===== config.mk =====
export PLATFORM = sky130hd
export DESIGN_NAME = bch_address_checksum_engine_unit
export DESIGN_NICKNAME = d
export VERILOG_FILES = /design/src/sv/bace_pkg.sv /design/src/sv/bace_accum.sv /design/src/sv/bace_pad.sv /design/src/sv/bace_emit.sv /design/src/sv/bch_address_checksum_engine_unit.sv
export SDC_FILE = /design/constraint.sdc
export NUM_CORES = 1
export LEC_CHECK = 0
export BUFFER_PORTS_ARGS = -buffer_cell sky130_fd_sc_hd__buf_2
export CELL_PAD_IN_SITES_DETAIL_PLACEMENT = 1
export CELL_PAD_IN_SITES_GLOBAL_PLACEMENT = 1
export CORE_MARGIN = 2
export CORE_UTILIZATION = 50
export CTS_BUF_LIST = sky130_fd_sc_hd__clkbuf_4
export DETAILED_ROUTE_END_ITERATION = 12
export PLACE_DENSITY = 0.88
export SYNTH_ARGS = -nofsm -noshare
export SYNTH_HDL_FRONTEND = slang
export SYNTH_SLANG_ARGS = --single-unit

===== constraint.sdc =====
create_clock -name clk_i -period 5.3 [get_ports clk_i]
set_input_delay 1.06 -clock clk_i [delete_from_list [all_inputs] [get_ports clk_i]]
set_output_delay 1.06 -clock clk_i [all_outputs]
set_load 0.02 [all_outputs]

===== src/sv/bace_pkg.sv =====
// ----------------------------------------------------------------------------
// bace_pkg: shared types and functions of the address checksum engine
// GF(32) BCH generator terms, the shift-and-reduce step, charset lookup
// and the payload types of both channels and the final-residue request.
// ----------------------------------------------------------------------------
package bace_pkg;

  localparam int unsigned ResW = 40;
  localparam int unsigned SymW = 5;
  localparam int unsigned ChrW = 7;

  // generator terms, one per bit of the top symbol
  localparam logic [ResW-1:0] GEN [SymW] = '{
    40'h98f2bc8e61, 40'h79b76d99e2, 40'hf33e5fb3c4,
    40'hae2eabe2a8, 40'h1e4f43e470
  };

  localparam logic [ResW-1:0] RES_INIT = 40'd1;

  // ascii charset, indexed by symbol
  localparam logic [ChrW-1:0] CHARSET [32] = '{
    7'h71, 7'h70, 7'h7a, 7'h72, 7'h79, 7'h39, 7'h78, 7'h38,
    7'h67, 7'h66, 7'h32, 7'h74, 7'h76, 7'h64, 7'h77, 7'h30,
    7'h73, 7'h33, 7'h6a, 7'h6e, 7'h35, 7'h34, 7'h6b, 7'h68,
    7'h63, 7'h65, 7'h36, 7'h6d, 7'h75, 7'h61, 7'h37, 7'h6c
  };

  typedef struct packed {
    logic [7:0] value;
    logic       is_prefix;
    logic       last;
  } bace_in_t;

  typedef struct packed {
    logic [SymW-1:0] check_symbol;
    logic [ChrW-1:0] check_char;
    logic            checksum_ok;
    logic            symbol_error;
    logic            last_out;
  } bace_out_t;

  // finished address handed down the pipeline
  typedef struct packed {
    logic [ResW-1:0] residue;
    logic            error;
    logic            verify;
  } bace_fin_t;

  // one shift-and-reduce step with one symbol
  function automatic logic [ResW-1:0] fold(input logic [ResW-1:0] res,
                                           input logic [SymW-1:0] sym);
    logic [SymW-1:0] top;
    logic [ResW-1:0] r;
    top = res[ResW-1:ResW-SymW];
    r   = {res[ResW-SymW-1:0], {SymW{1'b0}}} ^ {{(ResW-SymW){1'b0}}, sym};
    for (int b = 0; b < SymW; b++) begin
      if (top[b]) r = r ^ GEN[b];
    end
    return r;
  endfunction

  // four zero-symbol steps
  function automatic logic [ResW-1:0] fold4_zero(input logic [ResW-1:0] res);
    logic [ResW-1:0] r;
    r = res;
    for (int k = 0; k < 4; k++) begin
      r = fold(r, {SymW{1'b0}});
    end
    return r;
  endfunction

endpackage


===== src/sv/bace_accum.sv =====
// ----------------------------------------------------------------------------
// bace_accum: residue accumulator
// Folds prefix and payload symbols into the running residue, inserts the
// separator, tracks payload range errors and hands finished addresses on.
// ----------------------------------------------------------------------------
module bace_accum (
  input  logic               clk_i,
  input  logic               rst_ni,
  input  logic               cfg_we_i,
  input  logic               cfg_data_i,
  input  logic               in_valid_i,
  input  bace_pkg::bace_in_t in_data_i,
  input  logic               fin_stall_i,
  output logic               in_stall_o,
  output logic               fin_valid_o,
  output bace_pkg::bace_fin_t fin_data_o
);

  logic [bace_pkg::ResW-1:0] res_q, res_d;
  logic                      sep_q, sep_d;
  logic                      err_q, err_d;
  logic                      mode_q;
  logic                      accept;
  logic [bace_pkg::ResW-1:0] r_new;
  logic                      sep_new;
  logic                      err_new;

  // only a last request needs room in the pad stage
  assign in_stall_o = fin_stall_i & in_data_i.last;
  assign accept     = in_valid_i & ~in_stall_o;

  // fold of one request, separator before first payload or at the end
  always_comb begin
    r_new   = res_q;
    sep_new = sep_q;
    err_new = err_q;
    if (in_data_i.is_prefix) begin
      r_new = bace_pkg::fold(res_q, in_data_i.value[4:0]);
    end else begin
      if (!sep_q) r_new = bace_pkg::fold(res_q, 5'd0);
      r_new   = bace_pkg::fold(r_new, in_data_i.value[4:0]);
      sep_new = 1'b1;
      if (in_data_i.value[7:5] != 3'd0) err_new = 1'b1;
    end
    if (in_data_i.last && !sep_new) begin
      r_new = bace_pkg::fold(r_new, 5'd0);
    end
  end

  // next state, cleared at the end of an address
  always_comb begin
    res_d = res_q;
    sep_d = sep_q;
    err_d = err_q;
    if (accept) begin
      if (in_data_i.last) begin
        res_d = bace_pkg::RES_INIT;
        sep_d = 1'b0;
        err_d = 1'b0;
      end else begin
        res_d = r_new;
        sep_d = sep_new;
        err_d = err_new;
      end
    end
  end

  always_ff @(posedge clk_i or negedge rst_ni) begin
    if (!rst_ni) begin
      res_q  <= bace_pkg::RES_INIT;
      sep_q  <= 1'b0;
      err_q  <= 1'b0;
      mode_q <= 1'b0;
    end else begin
      res_q <= res_d;
      sep_q <= sep_d;
      err_q <= err_d;
      if (cfg_we_i) mode_q <= cfg_data_i;
    end
  end

  // finished address request
  assign fin_valid_o        = accept & in_data_i.last;
  assign fin_data_o.residue = r_new;
  assign fin_data_o.error   = err_new;
  assign fin_data_o.verify  = mode_q;

endmodule


===== src/sv/bace_pad.sv =====
// ----------------------------------------------------------------------------
// bace_pad: zero padding stage
// In create mode folds eight zero symbols into the final residue, four per
// cycle in two steps; verify requests pass straight through.
// ----------------------------------------------------------------------------
module bace_pad (
  input  logic                clk_i,
  input  logic                rst_ni,
  input  logic                fin_valid_i,
  input  bace_pkg::bace_fin_t fin_data_i,
  output logic                fin_stall_o,
  input  logic                emit_stall_i,
  output logic                emit_valid_o,
  output bace_pkg::bace_fin_t emit_data_o
);

  logic                valid_q, valid_d;
  logic [1:0]          steps_q, steps_d;
  bace_pkg::bace_fin_t data_q, data_d;
  logic                handoff;
  logic                load;

  assign emit_valid_o = valid_q & (steps_q == 2'd0);
  assign handoff      = emit_valid_o & ~emit_stall_i;
  assign fin_stall_o  = valid_q & ~handoff;
  assign load         = fin_valid_i & ~fin_stall_o;
  assign emit_data_o  = data_q;

  // load, pad steps and handoff
  always_comb begin
    valid_d = valid_q;
    steps_d = steps_q;
    data_d  = data_q;
    if (handoff) valid_d = 1'b0;
    if (steps_q != 2'd0) begin
      steps_d        = steps_q - 2'd1;
      data_d.residue = bace_pkg::fold4_zero(data_q.residue);
    end
    if (load) begin
      valid_d = 1'b1;
      steps_d = fin_data_i.verify ? 2'd0 : 2'd2;
      data_d  = fin_data_i;
    end
  end

  always_ff @(posedge clk_i or negedge rst_ni) begin
    if (!rst_ni) begin
      valid_q <= 1'b0;
      steps_q <= 2'd0;
    end else begin
      valid_q <= valid_d;
      steps_q <= steps_d;
    end
  end

  always_ff @(posedge clk_i) begin
    data_q <= data_d;
  end

endmodule


===== src/sv/bace_emit.sv =====
// ----------------------------------------------------------------------------
// bace_emit: result register
// Shifts out the eight checksum symbols high group first with their charset
// characters, or presents one pass/fail result in verify mode.
// ----------------------------------------------------------------------------
module bace_emit (
  input  logic                clk_i,
  input  logic                rst_ni,
  input  logic                emit_valid_i,
  input  bace_pkg::bace_fin_t emit_data_i,
  output logic                emit_stall_o,
  output logic                out_valid_o,
  input  logic                out_stall_i,
  output bace_pkg::bace_out_t out_data_o
);

  logic                      valid_q, valid_d;
  logic [2:0]                idx_q, idx_d;
  logic [bace_pkg::ResW-1:0] sh_q, sh_d;
  logic                      verify_q, verify_d;
  logic                      err_q, err_d;
  logic                      ok_q, ok_d;
  logic                      done;
  logic                      fire;
  logic                      load;
  logic [bace_pkg::SymW-1:0] sym;

  assign done         = verify_q | (idx_q == 3'd7);
  assign fire         = valid_q & ~out_stall_i;
  assign emit_stall_o = valid_q & ~(fire & done);
  assign load         = emit_valid_i & ~emit_stall_o;

  // shift and load
  always_comb begin
    valid_d  = valid_q;
    idx_d    = idx_q;
    sh_d     = sh_q;
    verify_d = verify_q;
    err_d    = err_q;
    ok_d     = ok_q;
    if (fire) begin
      if (done) begin
        valid_d = 1'b0;
      end else begin
        idx_d = idx_q + 3'd1;
        sh_d  = {sh_q[bace_pkg::ResW-bace_pkg::SymW-1:0], {bace_pkg::SymW{1'b0}}};
      end
    end
    if (load) begin
      valid_d  = 1'b1;
      idx_d    = 3'd0;
      sh_d     = emit_data_i.residue ^ bace_pkg::RES_INIT;
      verify_d = emit_data_i.verify;
      err_d    = emit_data_i.error;
      ok_d     = (emit_data_i.residue == bace_pkg::RES_INIT);
    end
  end

  always_ff @(posedge clk_i or negedge rst_ni) begin
    if (!rst_ni) begin
      valid_q <= 1'b0;
      idx_q   <= 3'd0;
    end else begin
      valid_q <= valid_d;
      idx_q   <= idx_d;
    end
  end

  always_ff @(posedge clk_i) begin
    sh_q     <= sh_d;
    verify_q <= verify_d;
    err_q    <= err_d;
    ok_q     <= ok_d;
  end

  // result fields
  assign sym         = sh_q[bace_pkg::ResW-1:bace_pkg::ResW-bace_pkg::SymW];
  assign out_valid_o = valid_q;
  assign out_data_o.check_symbol = verify_q ? '0 : sym;
  assign out_data_o.check_char   = verify_q ? '0 : bace_pkg::CHARSET[sym];
  assign out_data_o.checksum_ok  = verify_q & ok_q;
  assign out_data_o.symbol_error = err_q;
  assign out_data_o.last_out     = done;

endmodule


===== src/sv/bch_address_checksum_engine_unit.sv =====
// ----------------------------------------------------------------------------
// Path: a last request is registered in the pad stage, then in the result
//   register; create mode first takes two 4-symbol zero padding steps.
// Throughput: one request per cycle unless a last one waits on the pad;
//   8 create results stream out of the result register; pad holds the next.
// Reset: rst_ni clears residue to 1, the separator and error flags, mode to
//   create, and empties the pad and result stages.
// ----------------------------------------------------------------------------
// bch_address_checksum_engine_unit: streaming GF(32) BCH address checksum
// Accumulator, zero padding stage and result register in a short pipeline.
// ----------------------------------------------------------------------------
module bch_address_checksum_engine_unit (
  input  logic                clk_i,
  input  logic                rst_ni,
  input  logic                cfg_we_i,
  input  logic                cfg_data_i,
  input  logic                in_valid_i,
  output logic                in_stall_o,
  input  bace_pkg::bace_in_t  in_data_i,
  output logic                out_valid_o,
  input  logic                out_stall_i,
  output bace_pkg::bace_out_t out_data_o
);

  logic                fin_valid;
  logic                fin_stall;
  bace_pkg::bace_fin_t fin_data;
  logic                emit_valid;
  logic                emit_stall;
  bace_pkg::bace_fin_t emit_data;

  // residue accumulator
  bace_accum u_accum (
    .clk_i       (clk_i),
    .rst_ni      (rst_ni),
    .cfg_we_i    (cfg_we_i),
    .cfg_data_i  (cfg_data_i),
    .in_valid_i  (in_valid_i),
    .in_data_i   (in_data_i),
    .fin_stall_i (fin_stall),
    .in_stall_o  (in_stall_o),
    .fin_valid_o (fin_valid),
    .fin_data_o  (fin_data)
  );

  // zero padding
  bace_pad u_pad (
    .clk_i        (clk_i),
    .rst_ni       (rst_ni),
    .fin_valid_i  (fin_valid),
    .fin_data_i   (fin_data),
    .fin_stall_o  (fin_stall),
    .emit_stall_i (emit_stall),
    .emit_valid_o (emit_valid),
    .emit_data_o  (emit_data)
  );

  // result register
  bace_emit u_emit (
    .clk_i        (clk_i),
    .rst_ni       (rst_ni),
    .emit_valid_i (emit_valid),
    .emit_data_i  (emit_data),
    .emit_stall_o (emit_stall),
    .out_valid_o  (out_valid_o),
    .out_stall_i  (out_stall_i),
    .out_data_o   (out_data_o)
  );

  // a passing verify result carries no symbol and ends its run
  assert property (@(posedge clk_i) disable iff (!rst_ni)
    out_valid_o && out_data_o.checksum_ok |->
      out_data_o.last_out && (out_data_o.check_symbol == 5'd0))
    else $error("verify result with symbol or without last_out");

  // a finished address is never dropped at the pad stage
  assert property (@(posedge clk_i) disable iff (!rst_ni)
    fin_valid |-> !fin_stall)
    else $error("finished address offered while pad stage busy");

  // a handoff to the result register is followed by a valid result
  assert property (@(posedge clk_i) disable iff (!rst_ni)
    emit_valid && !emit_stall |=> out_valid_o)
    else $error("handoff lost before result register");

endmodule


Yosys cells after proc, flatten, opt, wreduce, memory -nomap -nowiden --
Memories as Yosys holds them, arrays and structs flattened. Cells that the tools add are included.
Storage, ports and cells: output and inout port bits 17, memory bits (read-only) 224, memories 1, flip-flop bits (word level) 135, bits of input ports 16, word-level logic and storage cells 204
Memory list:
- (no name shown) | words 32, width 7, read ports 1, clocked after memory_dff 0, wr ports 0, RTL line bace_emit.sv:80 | assign out_data_o.check_char = verify_q ? '0 : bace_pkg::CHARSET[sym];
Operators by class: bitwise gates (word level) 62, $add $sub $neg 2, $lt $le $gt $ge 1, eq/ne operators 3, reduce and logical (&&, ||, !) cells 11, multiplexer cells 109
Operators with widths (count):
- 40-bit two-way mux | 72
- 39-bit two-way mux | 8
- 37-bit two-way mux | 8
- 25-bit NOT | 8
- 24-bit NOT | 8
- 21-bit NOT | 8
- 20-bit NOT | 8
- 19-bit NOT | 8
- 40-bit by 5-bit XOR with 40-bit output | 2
- 42-bit two-way mux | 1
- 40-bit by 1-bit equality test with 1-bit output (second input constant) | 1
- 7-bit two-way mux | 3
- 1-bit AND | 11
- 1-bit two-way mux | 10
- 2-bit nonzero test | 5
- 3-bit two-way mux | 3
- 1-bit NOT | 7
- 6-bit greater-or-equal comparator (second input constant) | 1
- 2-bit two-way mux | 3
- 5-bit NOT with 6-bit output | 1
- 5-bit two-way mux | 1
- 2-bit AND reduction | 2
- 3-bit by 1-bit adder with 3-bit output (second input constant) | 1
- 3-bit equality test (second input constant) | 1
- other kinds (7) | 7

Logic depth before layout (Yosys ltp) --
word-level depth 61, depth in mapped cells 13, gate-level depth less buffers 12

Hierarchy --
A second synthesis with hierarchy kept.
Unflattened totals: cell total of the unflattened synthesis 1125, area total of the unflattened synthesis 11920.2 um^2
By module, submodules not included:
- bace_accum | sequential area each 1077.3 um^2, area an instance 5121.2 um^2, cells each 572, times used 1
- bace_pad | sequential area each 1336.3 um^2, area an instance 4290.4 um^2, cells each 377, times used 1
- bace_emit | sequential area each 1391.3 um^2, area an instance 2508.7 um^2, cells each 176, times used 1

Least setup slack after synthesis --
No wires, ideal clock.
kind input-to-reg, start input port out_stall_i, end register u_pad.data_q (netlist bit u_pad.emit_data_o[10]), enable pin, stages on the path 8, arrival 3.035 ns, setup time 0.531 ns, required time 4.769 ns, path buffers 2, slack 1.735 ns, path through o21ai_0 > nand3_1 > nand3_1 > and2_0 > nand2_1 > clkbuf_1 > buf_1 > nand2_1
Between the ends: word-level cells in the longest chain between the ends 15, elaborated cells between the ends (all ways) 16, classes of those cells 15 x bitwise; 1 x reduce/logical
Ends and longest elaborated chain:
- start, declared | RTL line bch_address_checksum_engine_unit.sv:21 | input logic out_stall_i,
- 1-bit NOT * | RTL line bace_emit.sv:29 | assign fire = valid_q & ~out_stall_i;
- 1-bit AND * | RTL line bace_emit.sv:29
- 1-bit AND * | RTL line bace_emit.sv:30 | assign emit_stall_o = valid_q & ~(fire & done);
- 1-bit NOT * | RTL line bace_emit.sv:30
- 1-bit AND * | RTL line bace_emit.sv:30
- 1-bit NOT * | RTL line bace_pad.sv:24 | assign handoff = emit_valid_o & ~emit_stall_i;
- 1-bit AND * | RTL line bace_pad.sv:24
- 1-bit NOT * | RTL line bace_pad.sv:25 | assign fin_stall_o = valid_q & ~handoff;
- 1-bit AND * | RTL line bace_pad.sv:25
- 1-bit AND | RTL line bace_accum.sv:29 | assign in_stall_o = fin_stall_i & in_data_i.last;
- 1-bit NOT | RTL line bace_accum.sv:30 | assign accept = in_valid_i & ~in_stall_o;
- 1-bit AND | RTL line bace_accum.sv:30
- 1-bit AND | RTL line bace_accum.sv:83 | assign fin_valid_o = accept & in_data_i.last;
- 1-bit AND * | RTL line bace_pad.sv:26 | assign load = fin_valid_i & ~fin_stall_o;
- 2-bit nonzero test (no line) *
- end signal, assigned | RTL line bace_pad.sv:57 | data_q <= data_d;
- end, declared | RTL line bace_pad.sv:19 | bace_pkg::bace_fin_t data_q, data_d;
Mark *: on every way between the ends. The rest lies on a longest branch, timed or not. A chain may end at the register's enable or synchronous reset.

==> flow_summary.toml <==
[critical_path]
worst-path-max-fanout = 12
reg2regPathDepth = 11
arrival_ns = 4.85
crit_family = "compound AO/OA/AOI/OAI gates"
crit_top_cell = "xnor3_1"
required_ns = 5.65
crit_path_max_incr_delay_ns = 0.88
rr_endpoint = "u_pad.emit_data_o[22]"
cpMaxStageDelayCell = "dfrtp_1"
path_cells = "buf_4 -> xnor3_1 -> xnor3_1 -> mux2i_2 -> xnor2_1 -> nor2_1 -> a21oi_2 -> xor2_1 -> and3_1 -> a2111oi_0 -> a21oi_1"
path_class = "reg2reg"
rr_startpoint = "u_accum.res_q[37]"
cp-start-kind = "flop"
path_depth = 11
crit_path_end_kind = "flop"
rrSetupSlack_ns = 0.80
critPathBufInv = 1

[finish]
layout_common_cells = "xnor2_1 (258), nand2_1 (175), xor2_1 (86), edfxtp_1 (85), o21ai_0 (65)"
register_area_mm2 = 0.00381
area_growth_pct = 5.68
finalNetCount = 1164
design_area_mm2 = 0.0119
fillCellCount = 2427
multi_input_area_mm2 = 0.00703
layout_commonest_cell = "xnor2_1"
fin_cells = 1438
drive_above_1_share_pct = 11.8

[sta]
tns_ns = 0
fin_crit_ns = 4.50
slew_viol_final = 0
fmax_mhz = 222
fin_skew_ns = 0.0365
setup_violations = 0
relSlewSlack_pct = 34.8
hold_viol_final = 0
rsz0062_at_grt = "no"
period_share_pct = 84.9
setup_ws_ns = 0.800
worst_pin_slew_ns = 0.978

[outcome]
outcome = "complete, no violations"

[synth]
async_flop_share_pct = 37.0
syn_nets = 1166
yosysTopAreaCell = "edfxtp_1"
syn_area_mm2 = 0.0112
ys_warn_count = 0
netlist_instances = 1146
yosysSeqAreaShare_pct = 33.9
ys_seq_elements = 135
synth_edf_count = 85
synth_top_area_share_pct = 22.7
synth_cell_types = 67
synth-main-ff-cell = "edfxtp_1"
yosys-top-cells-area = "edfxtp_1 (23%), xnor2_1 (20%), dfrtp_1 (11%), xor2_1 (6.7%), nand2_1 (5.9%)"
avgSynthCellArea_um2 = 9.79

[global_routing]
grt_usage_pct = 31.9
overflow = 0
grt_max_degree = 51
grt_pass1_wl_um = 56900
grt_pass1_vias = 9339
grt_antenna_before_repair = 1

[clocking]
cts-root-buf = "clkbuf_4"
cts.clk_slew.worst_paths_ns = 0.18
numCtsBuffers = 17
cts_setup_buffers = 0
insertion_delay_ns = 0.62
cts_tree = "yes"
htreeDepth = 4
cts_hold_buffers = 0
cts_resized = 0
clock_path_buffers = 2
cts_num_sinks = 135

[routing]
wire_per_inst_um = 25.3
viasPerCell = 6.13
wl_um = 36400
drt_pre_antenna_iters = 6
drtAntennaViolNets = 0
dr.first_iter.drc_count = 896
drc = 0
num_vias = 8816

[placed_design]
dpl_cell_area_mm2 = 0.0116
place_worst_setup_slack_ns = 1.03
gp_congestion = 0.991
dpl.hpwl_um = 26300
numPortBuffers = 32
dp_cells = 1405

[floorplanning]
coreArea_mm2 = 0.0220
ios = 33
rows = 54
start_util_pct = 51.1
die_h_um = 154
die_x_um = 154
die_area_mm2 = 0.0237

[hold_path]
worstHoldEndpoint = "u_emit.err_q"
min_path_cells = 0
hp-start = "u_pad.emit_data_o[1]"
min_path_type = "reg2reg"

[run]
cap_violations = 0
[worst max path at each step]
stage                                  from                     to
after CTS                 u_accum.res_q[37]  u_pad.emit_data_o[22]
after detailed placement  u_accum.res_q[37]   u_pad.emit_data_o[8]
after global placement    u_accum.res_q[37]   u_pad.emit_data_o[8]
after global routing      u_accum.res_q[37]  u_pad.emit_data_o[22]
final                     u_accum.res_q[37]  u_pad.emit_data_o[22]
after floorplan                 out_stall_i  u_pad.emit_data_o[10]
[synthesized netlist by cell type, types with 10 or more instances]
cell type,n
buf_2,12
nand2_1,175
a22o_1,22
mux2i_1,26
nor2_1,63
xor2_1,86
o22ai_1,10
edfxtp_1,85
xnor2_2,15
xnor2_1,258
inv_1,15
a21oi_1,44
xnor3_1,18
dfrtp_1,49
buf_1,10
o21ai_0,65
nor3_1,13
clkbuf_1,47
[through the flow]
stage	util (%)	hold WS (ns)
finish	54.0	0.443
global route	54.0	0.458
CTS	54.0	0.443
detailed placement	52.7	0.406
global placement	52.7	0.401
floorplan	-	0.400
[per-layer routing]
metal	track usage, %	wire (um)	vias up
met5	0	0	-
met4	14.6	1480	0
met3	4.48	2510	96
met2	52.8	17800	408
met1	41.7	14600	4457
li1	-	-	3855
[sequential cells by signal, summed over array words and instances (netlist names), 2 cells and up]
| name | flops |
|---|---|
| u_emit.sh_q | 40 |
| u_pad.steps_q | 2 |
| u_pad.emit_data_o | 42 |
| u_accum.res_q | 40 |
| u_emit.idx_q | 3 |
[logic make-up (layout without fill, tap and decap cells)]
family | after synthesis | after routing | synth area share, %
xor+xnor | 401 | 401 | 37.5
simple gates | 293 | 293 | 10.9
compound gates | 191 | 191 | 10.7
flops | 135 | 135 | 33.9
buf+inv | 91 | 102 | 3.48
mux | 31 | 31 | 3.08
fa+ha+maj | 4 | 4 | 0.446
other cells | 0 | 1 | 0
[area by class of cell]
| class | instances | area share [%] |
|---|---|---|
| inverter | 15 | 0.475 |
| antenna | 1 | 0.0211 |
| sequential | 135 | 32.1 |
| clock buffer | 17 | 1.08 |
| tap | 280 | 2.95 |
| clock inverter | 15 | 1.29 |
| multi-input combinational | 920 | 59.3 |
| timing repair buffer | 55 | 2.81 |
Power is left out: the tool's default activity adds up to more than one toggle a clock period on the data nets, which glitch-free logic cannot reach.
